`src/rtl/touch_report_parser_core_macros.svh`:
```
// ----------------------------------------------------------------------------
// touch report parser assertion macros
// concurrent assertion wrappers, empty when SYNTHESIS is defined
// ----------------------------------------------------------------------------
`ifndef TOUCH_REPORT_PARSER_CORE_MACROS_SVH
`define TOUCH_REPORT_PARSER_CORE_MACROS_SVH
`ifndef SYNTHESIS
// property checked while reset is low
`define TRP_ASSERT(lbl, clk, rst, prop, msg) \
   lbl: assert property (@(posedge clk) disable iff (rst) prop) else $error(msg);
// property checked on every edge, reset included
`define TRP_ASSERT_ALWAYS(lbl, clk, prop, msg) \
   lbl: assert property (@(posedge clk) prop) else $error(msg);
`else
`define TRP_ASSERT(lbl, clk, rst, prop, msg)
`define TRP_ASSERT_ALWAYS(lbl, clk, prop, msg)
`endif
`endif

```
`src/rtl/trp_pkg.sv`:
```
// ----------------------------------------------------------------------------
// touch report parser package
// shared widths, codes and types of the touch report parser
// ----------------------------------------------------------------------------
package trp_pkg;

   // default contact store depth
   localparam int MAX_CONTACTS_DEF = 10;

   // payload widths
   localparam int BYTE_W    = 8;
   localparam int KIND_W    = 2;
   localparam int MODE_W    = 2;
   localparam int COORD_W   = 16;
   localparam int CSR_IDX_W = 2;

   // read format codes
   localparam logic [1:0] FMT_UNDECIDED = 2'd0;
   localparam logic [1:0] FMT_SINGLE    = 2'd1;
   localparam logic [1:0] FMT_MULTI     = 2'd2;

   // frame kind codes
   localparam logic [KIND_W-1:0] KIND_NONE   = 2'd0;
   localparam logic [KIND_W-1:0] KIND_SINGLE = 2'd1;
   localparam logic [KIND_W-1:0] KIND_MULTI  = 2'd2;

   // contact mode codes
   localparam logic [MODE_W-1:0] MODE_DOWN = 2'd0;
   localparam logic [MODE_W-1:0] MODE_UP   = 2'd1;
   localparam logic [MODE_W-1:0] MODE_MOVE = 2'd2;

   // mode byte values of single-contact reports
   localparam logic [BYTE_W-1:0] MODE_BYTE_DOWN = 8'h01;
   localparam logic [BYTE_W-1:0] MODE_BYTE_UP   = 8'h02;

   // register indexes
   localparam logic [CSR_IDX_W-1:0] REG_SINGLE_ID    = 2'd0;
   localparam logic [CSR_IDX_W-1:0] REG_MULTI_ID     = 2'd1;
   localparam logic [CSR_IDX_W-1:0] REG_MULTI_ALT_ID = 2'd2;

   // register reset values
   localparam logic [BYTE_W-1:0] SINGLE_ID_RST    = 8'd144;
   localparam logic [BYTE_W-1:0] MULTI_ID_RST     = 8'd12;
   localparam logic [BYTE_W-1:0] MULTI_ALT_ID_RST = 8'd3;

   // single report byte positions
   localparam logic [3:0] SPOS_ID    = 4'd0;
   localparam logic [3:0] SPOS_FIRST = 4'd2;
   localparam logic [3:0] SPOS_LAST  = 4'd10;

   // multitouch header positions
   localparam logic [3:0] MPOS_ID      = 4'd0;
   localparam logic [3:0] MPOS_PAD     = 4'd1;
   localparam logic [3:0] MPOS_COUNT   = 4'd2;
   localparam logic [3:0] MPOS_CONTACT = 4'd3;

   // last byte within a multitouch contact
   localparam logic [2:0] MSUB_LAST = 3'd6;

   typedef struct packed {
      logic [BYTE_W-1:0]  slot;
      logic [MODE_W-1:0]  mode;
      logic               new_action;
      logic [COORD_W-1:0] x;
      logic [COORD_W-1:0] y;
      logic [COORD_W-1:0] z;
   } contact_type;

   typedef struct packed {
      logic [BYTE_W-1:0] single_id;
      logic [BYTE_W-1:0] multi_id;
      logic [BYTE_W-1:0] multi_alt_id;
   } cfg_type;

   // end-of-read handoff from parser to result buffer
   typedef struct packed {
      logic              load;
      logic              status;
      logic [KIND_W-1:0] kind;
   } snap_type;

endpackage

```
`src/rtl/trp_req_if.sv`:
```
// ----------------------------------------------------------------------------
// touch report parser byte channel
// valid/ready channel carrying one read byte and its end marker per beat
// ----------------------------------------------------------------------------
interface trp_req_if;
   logic                       valid;
   logic                       ready;
   logic [trp_pkg::BYTE_W-1:0] data_byte;
   logic                       end_of_read;

   modport source (output valid, output data_byte, output end_of_read, input ready);
   modport sink (input valid, input data_byte, input end_of_read, output ready);
endinterface

```
`src/rtl/trp_rsp_if.sv`:
```
// ----------------------------------------------------------------------------
// touch report parser result channel
// valid/ready channel carrying one decoded contact per beat
// ----------------------------------------------------------------------------
interface trp_rsp_if;
   logic                        valid;
   logic                        ready;
   logic                        status;
   logic [trp_pkg::KIND_W-1:0]  frame_kind;
   logic                        has_contact;
   logic [trp_pkg::BYTE_W-1:0]  contact_slot;
   logic [trp_pkg::MODE_W-1:0]  contact_mode;
   logic                        new_action;
   logic [trp_pkg::COORD_W-1:0] raw_x;
   logic [trp_pkg::COORD_W-1:0] raw_y;
   logic [trp_pkg::COORD_W-1:0] raw_z;
   logic                        last_item;

   modport source (output valid, output status, output frame_kind, output has_contact,
                   output contact_slot, output contact_mode, output new_action,
                   output raw_x, output raw_y, output raw_z, output last_item,
                   input ready);
   modport sink (input valid, input status, input frame_kind, input has_contact,
                 input contact_slot, input contact_mode, input new_action,
                 input raw_x, input raw_y, input raw_z, input last_item,
                 output ready);
endinterface

```
`src/rtl/trp_csr_if.sv`:
```
// ----------------------------------------------------------------------------
// touch report parser register write channel
// valid/ready channel carrying a register index and write data per beat
// ----------------------------------------------------------------------------
interface trp_csr_if;
   logic                          valid;
   logic                          ready;
   logic [trp_pkg::CSR_IDX_W-1:0] index;
   logic [trp_pkg::BYTE_W-1:0]    data;

   modport source (output valid, output index, output data, input ready);
   modport sink (input valid, input index, input data, output ready);
endinterface

```
`src/rtl/trp_csr.sv`:
```
// ----------------------------------------------------------------------------
// touch report parser registers
// report id registers written over the register channel
// ----------------------------------------------------------------------------
module trp_csr (
   input  logic              clock,
   input  logic              reset,
   trp_csr_if.sink           csr_chan,
   output trp_pkg::cfg_type  cfg
);

   trp_pkg::cfg_type cfg_ff;
   trp_pkg::cfg_type cfg_in;

   // writes are always taken
   assign csr_chan.ready = 1'b1;

   // register decode, unknown indexes are dropped
   always_comb begin
      cfg_in = cfg_ff;
      if (csr_chan.valid) begin
         case (csr_chan.index)
            trp_pkg::REG_SINGLE_ID:    cfg_in.single_id    = csr_chan.data;
            trp_pkg::REG_MULTI_ID:     cfg_in.multi_id     = csr_chan.data;
            trp_pkg::REG_MULTI_ALT_ID: cfg_in.multi_alt_id = csr_chan.data;
            default:                   cfg_in = cfg_ff;
         endcase
      end
   end

   always_ff @(posedge clock) begin
      if (reset) begin
         cfg_ff.single_id    <= trp_pkg::SINGLE_ID_RST;
         cfg_ff.multi_id     <= trp_pkg::MULTI_ID_RST;
         cfg_ff.multi_alt_id <= trp_pkg::MULTI_ALT_ID_RST;
      end else begin
         cfg_ff <= cfg_in;
      end
   end

   assign cfg = cfg_ff;

endmodule

```
`src/rtl/trp_parse.sv`:
```
// ----------------------------------------------------------------------------
// touch report parser byte decoder
// per-byte report parsing, contact store and multitouch commit store
// ----------------------------------------------------------------------------
module trp_parse #(
   parameter int MAX_CONTACTS = trp_pkg::MAX_CONTACTS_DEF,
   parameter int CW           = $clog2(MAX_CONTACTS + 1),
   parameter int IW           = (MAX_CONTACTS > 1) ? $clog2(MAX_CONTACTS) : 1
) (
   input  logic                       clock,
   input  logic                       reset,
   input  trp_pkg::cfg_type           cfg,
   input  logic                       beat,
   input  logic [trp_pkg::BYTE_W-1:0] data_byte,
   input  logic                       end_of_read,
   output trp_pkg::snap_type          snap,
   output logic [CW-1:0]              snap_count,
   output trp_pkg::contact_type       snap_list [MAX_CONTACTS]
);

   // per-read control state
   logic [3:0]  pos_ff, pos_in;
   logic [1:0]  fmt_ff, fmt_in;
   logic        stop_ff, stop_in;
   logic [7:0]  hc_ff, hc_in;
   logic [2:0]  sub_ff, sub_in;
   logic [7:0]  k_ff, k_in;
   logic [CW-1:0] wc_ff, wc_in;
   logic [CW-1:0] cc_ff, cc_in;
   logic [trp_pkg::KIND_W-1:0] ck_ff, ck_in;
   logic        any_ff, any_in;

   // byte assembly and contact stores
   logic [7:0]  asm_ff [8];
   logic        asm_wr;
   logic [2:0]  asm_idx;
   trp_pkg::contact_type work_ff [MAX_CONTACTS];
   trp_pkg::contact_type comm_ff [MAX_CONTACTS];
   trp_pkg::contact_type work_in [MAX_CONTACTS];
   trp_pkg::contact_type comm_in [MAX_CONTACTS];

   logic        is_multi_id;
   logic [1:0]  fmt_cur;
   logic        wr_en;
   logic [IW-1:0] wr_idx;
   logic        commit;
   trp_pkg::contact_type single_entry;
   trp_pkg::contact_type multi_entry;
   trp_pkg::contact_type wr_entry;

   assign is_multi_id = (data_byte == cfg.multi_id) || (data_byte == cfg.multi_alt_id);
   assign fmt_cur     = (fmt_ff == trp_pkg::FMT_UNDECIDED)
                        ? (is_multi_id ? trp_pkg::FMT_MULTI : trp_pkg::FMT_SINGLE) : fmt_ff;

   // single-contact entry from the assembled bytes and the z high byte
   always_comb begin
      single_entry.slot = asm_ff[0];
      if (asm_ff[1] == trp_pkg::MODE_BYTE_DOWN) begin
         single_entry.mode = trp_pkg::MODE_DOWN;
      end else if (asm_ff[1] == trp_pkg::MODE_BYTE_UP) begin
         single_entry.mode = trp_pkg::MODE_UP;
      end else begin
         single_entry.mode = trp_pkg::MODE_MOVE;
      end
      single_entry.new_action = (asm_ff[2] == 8'd0);
      single_entry.x = {asm_ff[4], asm_ff[3]};
      single_entry.y = {asm_ff[6], asm_ff[5]};
      single_entry.z = {data_byte, asm_ff[7]};
   end

   // multitouch entry: x and y swapped, bad id falls back to the index
   always_comb begin
      multi_entry.slot = (asm_ff[1] < 8'(MAX_CONTACTS)) ? asm_ff[1] : k_ff;
      multi_entry.mode = asm_ff[0][0] ? trp_pkg::MODE_MOVE : trp_pkg::MODE_UP;
      multi_entry.new_action = 1'b0;
      multi_entry.x = {data_byte, asm_ff[5]};
      multi_entry.y = {asm_ff[4], asm_ff[3]};
      multi_entry.z = '0;
   end

   // report parsing for one byte
   always_comb begin
      pos_in   = pos_ff;
      fmt_in   = fmt_cur;
      stop_in  = stop_ff;
      hc_in    = hc_ff;
      sub_in   = sub_ff;
      k_in     = k_ff;
      wc_in    = wc_ff;
      asm_wr   = 1'b0;
      asm_idx  = sub_ff;
      wr_en    = 1'b0;
      wr_idx   = k_ff[IW-1:0];
      wr_entry = multi_entry;
      commit   = 1'b0;
      if (!stop_ff) begin
         if (fmt_cur == trp_pkg::FMT_MULTI) begin
            case (pos_ff)
               trp_pkg::MPOS_ID: begin
                  if (!is_multi_id) begin
                     stop_in = 1'b1;
                  end else begin
                     wc_in  = '0;
                     pos_in = trp_pkg::MPOS_PAD;
                  end
               end
               trp_pkg::MPOS_PAD: begin
                  pos_in = trp_pkg::MPOS_COUNT;
               end
               trp_pkg::MPOS_COUNT: begin
                  hc_in = data_byte;
                  if (data_byte == 8'd0) begin
                     commit = 1'b1;
                     pos_in = trp_pkg::MPOS_ID;
                  end else begin
                     pos_in = trp_pkg::MPOS_CONTACT;
                     sub_in = '0;
                     k_in   = '0;
                  end
               end
               default: begin
                  asm_wr = 1'b1;
                  if (sub_ff == trp_pkg::MSUB_LAST) begin
                     // contacts past the store are skipped
                     if (k_ff < hc_ff && k_ff < 8'(MAX_CONTACTS)) begin
                        wr_en = 1'b1;
                        wc_in = CW'(k_ff) + CW'(1);
                     end
                     if (k_ff == hc_ff - 8'd1) begin
                        commit = 1'b1;
                        pos_in = trp_pkg::MPOS_ID;
                     end else begin
                        sub_in = '0;
                        k_in   = k_ff + 8'd1;
                     end
                  end else begin
                     sub_in = sub_ff + 3'd1;
                  end
               end
            endcase
         end else begin
            wr_idx   = wc_ff[IW-1:0];
            wr_entry = single_entry;
            asm_idx  = 3'(pos_ff - trp_pkg::SPOS_FIRST);
            if (pos_ff == trp_pkg::SPOS_ID) begin
               if (data_byte != cfg.single_id || wc_ff >= CW'(MAX_CONTACTS)) begin
                  stop_in = 1'b1;
               end else begin
                  pos_in = pos_ff + 4'd1;
               end
            end else if (pos_ff == trp_pkg::SPOS_LAST) begin
               wr_en  = 1'b1;
               wc_in  = wc_ff + CW'(1);
               pos_in = trp_pkg::SPOS_ID;
            end else begin
               asm_wr = (pos_ff >= trp_pkg::SPOS_FIRST);
               pos_in = pos_ff + 4'd1;
            end
         end
      end
   end

   // store next values, commit copies the updated working store
   always_comb begin
      for (int i = 0; i < MAX_CONTACTS; i++) begin
         work_in[i] = (wr_en && wr_idx == IW'(i)) ? wr_entry : work_ff[i];
         comm_in[i] = commit ? work_in[i] : comm_ff[i];
      end
      cc_in  = commit ? wc_in : cc_ff;
      ck_in  = commit ? ((hc_in == 8'd0) ? trp_pkg::KIND_NONE : trp_pkg::KIND_MULTI) : ck_ff;
      any_in = commit | any_ff;
   end

   // end-of-read handoff
   always_comb begin
      snap.load = beat && end_of_read;
      if (fmt_cur == trp_pkg::FMT_MULTI) begin
         snap.status = !any_in;
         snap.kind   = any_in ? ck_in : trp_pkg::KIND_NONE;
         snap_count  = any_in ? cc_in : '0;
         snap_list   = comm_in;
      end else begin
         snap.status = 1'b0;
         snap.kind   = trp_pkg::KIND_SINGLE;
         snap_count  = wc_in;
         snap_list   = work_in;
      end
   end

   // control state, cleared at the end of every read
   always_ff @(posedge clock) begin
      if (reset) begin
         pos_ff  <= '0;
         fmt_ff  <= trp_pkg::FMT_UNDECIDED;
         stop_ff <= 1'b0;
         hc_ff   <= '0;
         sub_ff  <= '0;
         k_ff    <= '0;
         wc_ff   <= '0;
         cc_ff   <= '0;
         ck_ff   <= trp_pkg::KIND_NONE;
         any_ff  <= 1'b0;
      end else if (beat) begin
         if (end_of_read) begin
            pos_ff  <= '0;
            fmt_ff  <= trp_pkg::FMT_UNDECIDED;
            stop_ff <= 1'b0;
            hc_ff   <= '0;
            sub_ff  <= '0;
            k_ff    <= '0;
            wc_ff   <= '0;
            cc_ff   <= '0;
            ck_ff   <= trp_pkg::KIND_NONE;
            any_ff  <= 1'b0;
         end else begin
            pos_ff  <= pos_in;
            fmt_ff  <= fmt_in;
            stop_ff <= stop_in;
            hc_ff   <= hc_in;
            sub_ff  <= sub_in;
            k_ff    <= k_in;
            wc_ff   <= wc_in;
            cc_ff   <= cc_in;
            ck_ff   <= ck_in;
            any_ff  <= any_in;
         end
      end
   end

   // payload stores, no reset
   always_ff @(posedge clock) begin
      if (beat) begin
         if (asm_wr) begin
            asm_ff[asm_idx] <= data_byte;
         end
         work_ff <= work_in;
         comm_ff <= comm_in;
      end
   end

endmodule

```
`src/rtl/trp_emit.sv`:
```
// ----------------------------------------------------------------------------
// touch report parser result buffer
// holds the contacts of one finished read and sends them one beat at a time
// ----------------------------------------------------------------------------
module trp_emit #(
   parameter int MAX_CONTACTS = trp_pkg::MAX_CONTACTS_DEF,
   parameter int CW           = $clog2(MAX_CONTACTS + 1),
   parameter int IW           = (MAX_CONTACTS > 1) ? $clog2(MAX_CONTACTS) : 1
) (
   input  logic                 clock,
   input  logic                 reset,
   input  trp_pkg::snap_type    snap,
   input  logic [CW-1:0]        snap_count,
   input  trp_pkg::contact_type snap_list [MAX_CONTACTS],
   output logic                 busy,
   trp_rsp_if.source            rsp_chan
);

   logic                       busy_ff;
   logic [IW-1:0]              idx_ff;
   logic [CW-1:0]              n_ff;
   logic                       st_ff;
   logic [trp_pkg::KIND_W-1:0] kd_ff;
   trp_pkg::contact_type       buf_ff [MAX_CONTACTS];

   logic                 has;
   logic                 last;
   trp_pkg::contact_type ent;

   // current beat
   assign has  = (n_ff != '0);
   assign last = !has || ((CW'(idx_ff) + CW'(1)) == n_ff);
   assign ent  = has ? buf_ff[idx_ff] : '0;

   assign busy                  = busy_ff;
   assign rsp_chan.valid        = busy_ff;
   assign rsp_chan.status       = st_ff;
   assign rsp_chan.frame_kind   = kd_ff;
   assign rsp_chan.has_contact  = has;
   assign rsp_chan.contact_slot = ent.slot;
   assign rsp_chan.contact_mode = ent.mode;
   assign rsp_chan.new_action   = ent.new_action;
   assign rsp_chan.raw_x        = ent.x;
   assign rsp_chan.raw_y        = ent.y;
   assign rsp_chan.raw_z        = ent.z;
   assign rsp_chan.last_item    = last;

   // send sequencing
   always_ff @(posedge clock) begin
      if (reset) begin
         busy_ff <= 1'b0;
         idx_ff  <= '0;
      end else if (snap.load) begin
         busy_ff <= 1'b1;
         idx_ff  <= '0;
      end else if (busy_ff && rsp_chan.ready) begin
         if (last) begin
            busy_ff <= 1'b0;
         end else begin
            idx_ff <= idx_ff + IW'(1);
         end
      end
   end

   // snapshot of the read
   always_ff @(posedge clock) begin
      if (snap.load) begin
         n_ff   <= snap_count;
         st_ff  <= snap.status;
         kd_ff  <= snap.kind;
         buf_ff <= snap_list;
      end
   end

endmodule

```
`src/rtl/touch_report_parser_core.sv`:
```
// ----------------------------------------------------------------------------
// touch report parser core
// decodes the touch contacts of one read, single-contact or multitouch format
// ----------------------------------------------------------------------------
// Each read byte is taken and decoded on the spot. On the final byte of a read
// its contacts are copied into a result buffer and sent one beat per cycle
// while the receiver is ready: one beat per contact, or a single beat when
// there is none, up to MAX_CONTACTS beats. Bytes may arrive on every cycle,
// also while the buffer drains; only the final byte of the next read waits
// until the last beat of the previous read has been taken. There is no
// start-up pass after reset. Register writes are meant for idle periods.
`include "touch_report_parser_core_macros.svh"

module touch_report_parser_core #(
   parameter int MAX_CONTACTS = trp_pkg::MAX_CONTACTS_DEF
) (
   input  logic       clock,
   input  logic       reset,
   trp_req_if.sink    req_chan,
   trp_rsp_if.source  rsp_chan,
   trp_csr_if.sink    csr_chan
);

   localparam int CW = $clog2(MAX_CONTACTS + 1);
   localparam int IW = (MAX_CONTACTS > 1) ? $clog2(MAX_CONTACTS) : 1;

   trp_pkg::cfg_type     cfg;
   trp_pkg::snap_type    snap;
   logic [CW-1:0]        snap_count;
   trp_pkg::contact_type snap_list [MAX_CONTACTS];
   logic                 busy;
   logic                 beat;

   // a final byte waits for a free result buffer
   assign req_chan.ready = !(req_chan.end_of_read && busy);
   assign beat           = req_chan.valid && req_chan.ready;

   trp_csr u_csr (
      .clock    (clock),
      .reset    (reset),
      .csr_chan (csr_chan),
      .cfg      (cfg)
   );

   trp_parse #(
      .MAX_CONTACTS (MAX_CONTACTS),
      .CW           (CW),
      .IW           (IW)
   ) u_parse (
      .clock       (clock),
      .reset       (reset),
      .cfg         (cfg),
      .beat        (beat),
      .data_byte   (req_chan.data_byte),
      .end_of_read (req_chan.end_of_read),
      .snap        (snap),
      .snap_count  (snap_count),
      .snap_list   (snap_list)
   );

   trp_emit #(
      .MAX_CONTACTS (MAX_CONTACTS),
      .CW           (CW),
      .IW           (IW)
   ) u_emit (
      .clock      (clock),
      .reset      (reset),
      .snap       (snap),
      .snap_count (snap_count),
      .snap_list  (snap_list),
      .busy       (busy),
      .rsp_chan   (rsp_chan)
   );

   // checks
   `TRP_ASSERT_ALWAYS(a_idle_after_reset, clock, reset |=> !rsp_chan.valid, "results after reset")
   `TRP_ASSERT(a_eor_gives_result, clock, reset, beat && req_chan.end_of_read |=> rsp_chan.valid, "final byte gave no result")
   `TRP_ASSERT(a_no_eor_while_busy, clock, reset, rsp_chan.valid |-> !(beat && req_chan.end_of_read), "final byte taken over pending results")
   `TRP_ASSERT(a_empty_is_last, clock, reset, rsp_chan.valid && !rsp_chan.has_contact |-> rsp_chan.last_item, "empty result not last")

endmodule
```
`src/flat_wrapper.sv`:
```
// flat-port wrapper written by rule: the top's interface ports become plain ports
module touch_report_parser_core_flat 
#(
   parameter int MAX_CONTACTS = trp_pkg::MAX_CONTACTS_DEF
)
  (clock, reset, req_chan_valid, req_chan_data_byte, req_chan_end_of_read, req_chan_ready, rsp_chan_valid, rsp_chan_status, rsp_chan_frame_kind, rsp_chan_has_contact, rsp_chan_contact_slot, rsp_chan_contact_mode, rsp_chan_new_action, rsp_chan_raw_x, rsp_chan_raw_y, rsp_chan_raw_z, rsp_chan_last_item, rsp_chan_ready, csr_chan_valid, csr_chan_index, csr_chan_data, csr_chan_ready);
  trp_req_if req_chan_i ();
  trp_rsp_if rsp_chan_i ();
  trp_csr_if csr_chan_i ();
  input  logic clock;
  input  logic reset;
  input wire logic [$bits(req_chan_i.valid)-1:0] req_chan_valid;
  input wire logic [$bits(req_chan_i.data_byte)-1:0] req_chan_data_byte;
  input wire logic [$bits(req_chan_i.end_of_read)-1:0] req_chan_end_of_read;
  output wire logic [$bits(req_chan_i.ready)-1:0] req_chan_ready;
  output wire logic [$bits(rsp_chan_i.valid)-1:0] rsp_chan_valid;
  output wire logic [$bits(rsp_chan_i.status)-1:0] rsp_chan_status;
  output wire logic [$bits(rsp_chan_i.frame_kind)-1:0] rsp_chan_frame_kind;
  output wire logic [$bits(rsp_chan_i.has_contact)-1:0] rsp_chan_has_contact;
  output wire logic [$bits(rsp_chan_i.contact_slot)-1:0] rsp_chan_contact_slot;
  output wire logic [$bits(rsp_chan_i.contact_mode)-1:0] rsp_chan_contact_mode;
  output wire logic [$bits(rsp_chan_i.new_action)-1:0] rsp_chan_new_action;
  output wire logic [$bits(rsp_chan_i.raw_x)-1:0] rsp_chan_raw_x;
  output wire logic [$bits(rsp_chan_i.raw_y)-1:0] rsp_chan_raw_y;
  output wire logic [$bits(rsp_chan_i.raw_z)-1:0] rsp_chan_raw_z;
  output wire logic [$bits(rsp_chan_i.last_item)-1:0] rsp_chan_last_item;
  input wire logic [$bits(rsp_chan_i.ready)-1:0] rsp_chan_ready;
  input wire logic [$bits(csr_chan_i.valid)-1:0] csr_chan_valid;
  input wire logic [$bits(csr_chan_i.index)-1:0] csr_chan_index;
  input wire logic [$bits(csr_chan_i.data)-1:0] csr_chan_data;
  output wire logic [$bits(csr_chan_i.ready)-1:0] csr_chan_ready;
  assign req_chan_i.valid = req_chan_valid;
  assign req_chan_i.data_byte = req_chan_data_byte;
  assign req_chan_i.end_of_read = req_chan_end_of_read;
  assign req_chan_ready = req_chan_i.ready;
  assign rsp_chan_valid = rsp_chan_i.valid;
  assign rsp_chan_status = rsp_chan_i.status;
  assign rsp_chan_frame_kind = rsp_chan_i.frame_kind;
  assign rsp_chan_has_contact = rsp_chan_i.has_contact;
  assign rsp_chan_contact_slot = rsp_chan_i.contact_slot;
  assign rsp_chan_contact_mode = rsp_chan_i.contact_mode;
  assign rsp_chan_new_action = rsp_chan_i.new_action;
  assign rsp_chan_raw_x = rsp_chan_i.raw_x;
  assign rsp_chan_raw_y = rsp_chan_i.raw_y;
  assign rsp_chan_raw_z = rsp_chan_i.raw_z;
  assign rsp_chan_last_item = rsp_chan_i.last_item;
  assign rsp_chan_i.ready = rsp_chan_ready;
  assign csr_chan_i.valid = csr_chan_valid;
  assign csr_chan_i.index = csr_chan_index;
  assign csr_chan_i.data = csr_chan_data;
  assign csr_chan_ready = csr_chan_i.ready;
  touch_report_parser_core #(.MAX_CONTACTS(MAX_CONTACTS)) u_core (.clock(clock), .reset(reset), .req_chan(req_chan_i), .rsp_chan(rsp_chan_i), .csr_chan(csr_chan_i));
endmodule
```
`config.mk`:
```
export PLATFORM = sky130hd
export DESIGN_NAME = touch_report_parser_core_flat
export DESIGN_NICKNAME = d
export VERILOG_FILES = /design/src/rtl/trp_pkg.sv /design/src/rtl/trp_req_if.sv /design/src/rtl/trp_rsp_if.sv /design/src/rtl/trp_csr_if.sv /design/src/rtl/trp_csr.sv /design/src/rtl/trp_parse.sv /design/src/rtl/trp_emit.sv /design/src/rtl/touch_report_parser_core.sv /design/src/flat_wrapper.sv
export VERILOG_INCLUDE_DIRS = /design/src /design/src/rtl
export SDC_FILE = /design/constraint.sdc
export NUM_CORES = 2
export LEC_CHECK = 0
export ABC_CLOCK_PERIOD_IN_PS = 37500
export BUFFER_PORTS_ARGS = -buffer_cell sky130_fd_sc_hd__buf_2
export CORE_ASPECT_RATIO = 1.75
export CORE_MARGIN = 8
export CORE_UTILIZATION = 35
export CTS_CLUSTER_SIZE = 30
export DETAILED_ROUTE_END_ITERATION = 7
export GPL_ROUTABILITY_DRIVEN = 0
export SLEW_MARGIN = 20
export SYNTH_ARGS = -nofsm -noshare
export SYNTH_HDL_FRONTEND = slang
export SYNTH_SLANG_ARGS = --single-unit
```
`constraint.sdc`:
```
create_clock -name clock -period 37.5 [get_ports clock]
set_input_delay 3.75 -clock clock [delete_from_list [all_inputs] [get_ports clock]]
set_output_delay 3.75 -clock clock [all_outputs]
set_load 0.02 [all_outputs]
```
==> impl_results.md <==
* Worst path most repeated cell: buf_4
* Max Buffers Root-to-Sink at 4
* Die Wd at 396 µm
* Die ar. at 270000 µm²
* Tot GR Track Use at 0.184
* Clk Latency, worst-skew pair at roughly 850 ps
* TritonCTS clock tree: done
* Post-Layout Inst Area at 97400 µm²
* First-pass GRT wire length at 385000 µm
* Clk_skew at 57.9 ps
* Row cnt at approximately 240
* Mux cell area share after synthesis at 0.0728
* Post-Syn Area per Cell at 11.9 µm²
* Num CTS Buffers at 175
* Setup TNS Final at 0 ps
* Post-DR wirelength/cell at around 25 µm
* Most frequent cell after synthesis: edfxtp_1
* Synth async-reset ratio at 0
* Hold_ws at roughly 470 ps
* Slowest CP cell: buf_4
* Power Dens Cells at 47.6 nW/µm²
* Critical path arrival at 10650 ps
* Antenna violations before repair at 19
* Synth Area in Adders at 0.00254
* Final wirelength at approximately 260000 µm
* Synthesis Warnings at 0
* Slew HR at 0.209
* FF+latch count, synth at between 1500 and 2000
* Core Area at approximately 250000 µm²
* Final nets at 7247
* Die height at 681 µm
* Hold Buf Count CTS at 0
* Vias at 60900
* Post-Synth XOR/XNOR Area at 0.00425
* Dominant synthesized flop cell: edfxtp_1
* DRC at 0
* Synth area leader: edfxtp_1
* Critical-path cell list: buf_2 -> nand2_1 -> nand2_1 -> inv_8 -> buf_4 -> buf_4 -> buf_4 -> buf_4 -> buf_12 -> buf_4 -> buf_16
* Area share of and/or/nand/nor cells after synthesis at 0.0977
* Largest net degree at the start of global routing at 238
* Worst-path clk slew at 70 ps
* Fillers at 23800
* RSZ-0062 raised after global routing: no
* Synth area leaders: edfxtp_1, nand2_1, o31ai_1
* Area share of the largest cell type after synthesis at 0.624
* DRT Pass-1 Iters at 8
* Area of the mapped netlist at 88500 µm²
* Sequential share of the synthesized area at 0.639
* Drt initial violations at 6273
* Final Critical Period at 10180 ps
* Number of synthesized flops with an enable pin at approximately 1800
* Net Count, Synth at 7490
* Final ANT Viol Nets at 0
* Vias per std cell at around 5.7
* Vias in the first global route at roughly 60000
* Top cells by count, synth: edfxtp_1, nand2_1, o21ai_0
* Post-synth cell types at slightly below 80
* Clock root buffer: clkbuf_16
* Slew @ Worst Pin at between 1000 and 1500 ps
* Setup CP Type: in -> reg
* Final worst-path cycle share at 0.271
* Outcome: complete, no violations
* # resized after CTS at 0
* Compound-Gate Fraction of Synth Area at 0.144
* Startpoint type of the worst setup path: primary input
* Critical Path RT at 37970 ps
* Worst Path Max Fanout at 180
* Worst path max stage delay at 910 ps
* Leak at 32.2 nW
* Worst min path class: reg -> reg
* Overflow after GRT at 0
* Layout cells sized above 1 at 0.0958
* Mapped Cells at approximately 7400
* Port bufs at 89
* H-tree levels at 4
* Final setup violation count at 0
* Placed Area at 91700 µm²
* Top Ports at 91
* # Max-Cap Violations at 0
* Main combinational cell family by area after synthesis: compound AO/OA/AOI/OAI gates
* Initial Util at 0.352
* Final Hold Viols at 0
* HPWL Detailed at 147000 µm
* VDD IR-drop max at 0.0384 mV
* Setup crit end kind: flop
* CTS sink cnt at 1907
* # Post-CTS Setup Buffers at 0
* Synthesis-to-finish area growth at 9.97%
* Max Clk Rate at 0.0982 GHz
* Max-slew violations at 0
## logic make-up (layout without fill, tap and decap cells)
logic type / Yosys count / after routing
multiplexers: 488 / 488
buffers and inverters: 803 / 691
other: 1 / 13
adder cells (fa/ha/maj): 18 / 18
XOR/XNOR: 43 / 43
flip-flops: 1907 / 1907
AO/OA/AOI/OAI: 2136 / 2136
AND/OR/NAND/NOR: 2052 / 2052
## worst paths after layout
kind,slack (ps),startpoint,endpoint,cells after the start
max reg2reg,30110,u_core.u_emit.busy,u_core.u_parse.work_ff[334],10
max,27320,req_chan_end_of_read,u_core.u_parse.work_ff[334],11
min,470,u_core.u_parse.ck_ff[0],u_core.u_parse.ck_ff[0],1
min reg2reg,470,u_core.u_parse.ck_ff[0],u_core.u_parse.ck_ff[0],1
## per-stage QoR
stage          instances  setup WS [ps]  utilization  power, mW
2_1_floorplan       7448           1710            -       2.88
3_3_place_gp       10300          26600        0.364       2.85
3_5_place_dp       10300          26380        0.364       2.87
4_1_cts            10700          27240        0.386       4.67
5_1_grt            10700          26970        0.387       4.77
6_report           10700          27320        0.387       4.63
## layer usage
layer / up-vias / share of wire / wire length (µm) / track usage
met1: 30400 / 0.38 / 98900 / 0.219
met5: - / 0.000027 / 7 / 0
li1: 27400 / - / - / -
met4: 2 / 0.049 / 12800 / 0.0835
met2: 2492 / 0.51 / 134000 / 0.334
met3: 593 / 0.061 / 16100 / 0.0212
## where the power goes
group	total, mW	switching, mW	internal [mW]	leakage [nW]
clock network	1.81	0.803	1.01	2.74
logic	0.289	0.201	0.0880	11.3
registers	2.53	0.0428	2.49	18.2
## critical path, delay by kind of cell
| kind | cells | cell delay (ps) |
|---|---|---|
| AND/OR/NAND/NOR | 2 | 540 |
| buffers and inverters | 9 | 5730 |
## flip-flops by register name, summed over array words and instances (netlist names), 8 cells and up
| name | flops |
|---|---|
| u_core.u_parse.comm_ff | 590 |
| u_core.u_parse.hc_ff | 8 |
| u_core.u_emit.buf_ff | 590 |
| u_core.u_parse.asm_ff | 64 |
| u_core.u_parse.k_ff | 8 |
| u_core.u_csr.cfg | 24 |
| u_core.u_parse.work_ff | 590 |
## final cells by class
| type | count | area [µm²] | area share |
|---|---|---|---|
| diodes | 12 | 30.0 | 0.000308 |
| clock buffers | 216 | 4670 | 0.0480 |
| clock inverters | 92 | 915 | 0.00939 |
| inverters | 177 | 672 | 0.00690 |
| multi-input cells | 4738 | 28800 | 0.296 |
| flip-flops and latches | 1907 | 56600 | 0.581 |
| well taps | 3321 | 4160 | 0.0427 |
| repair buffers | 206 | 1510 | 0.0155 |
## placed cells by master, fill, tap and decap left out, drive strengths merged, types with 102 or more instances in the layout
cell    netlist  layout
nor3        199     199
mux4        118     118
buf         278     206
a32oi       102     102
o31ai       460     460
a31oi       122     122
nand2      1171    1171
edfxtp     1841    1841
clkbuf      348     216
nor2        481     481
inv         174     182
a21oi       390     390
o21ai       927     927
mux2i       321     321
(Power assumes the default switching activity.)
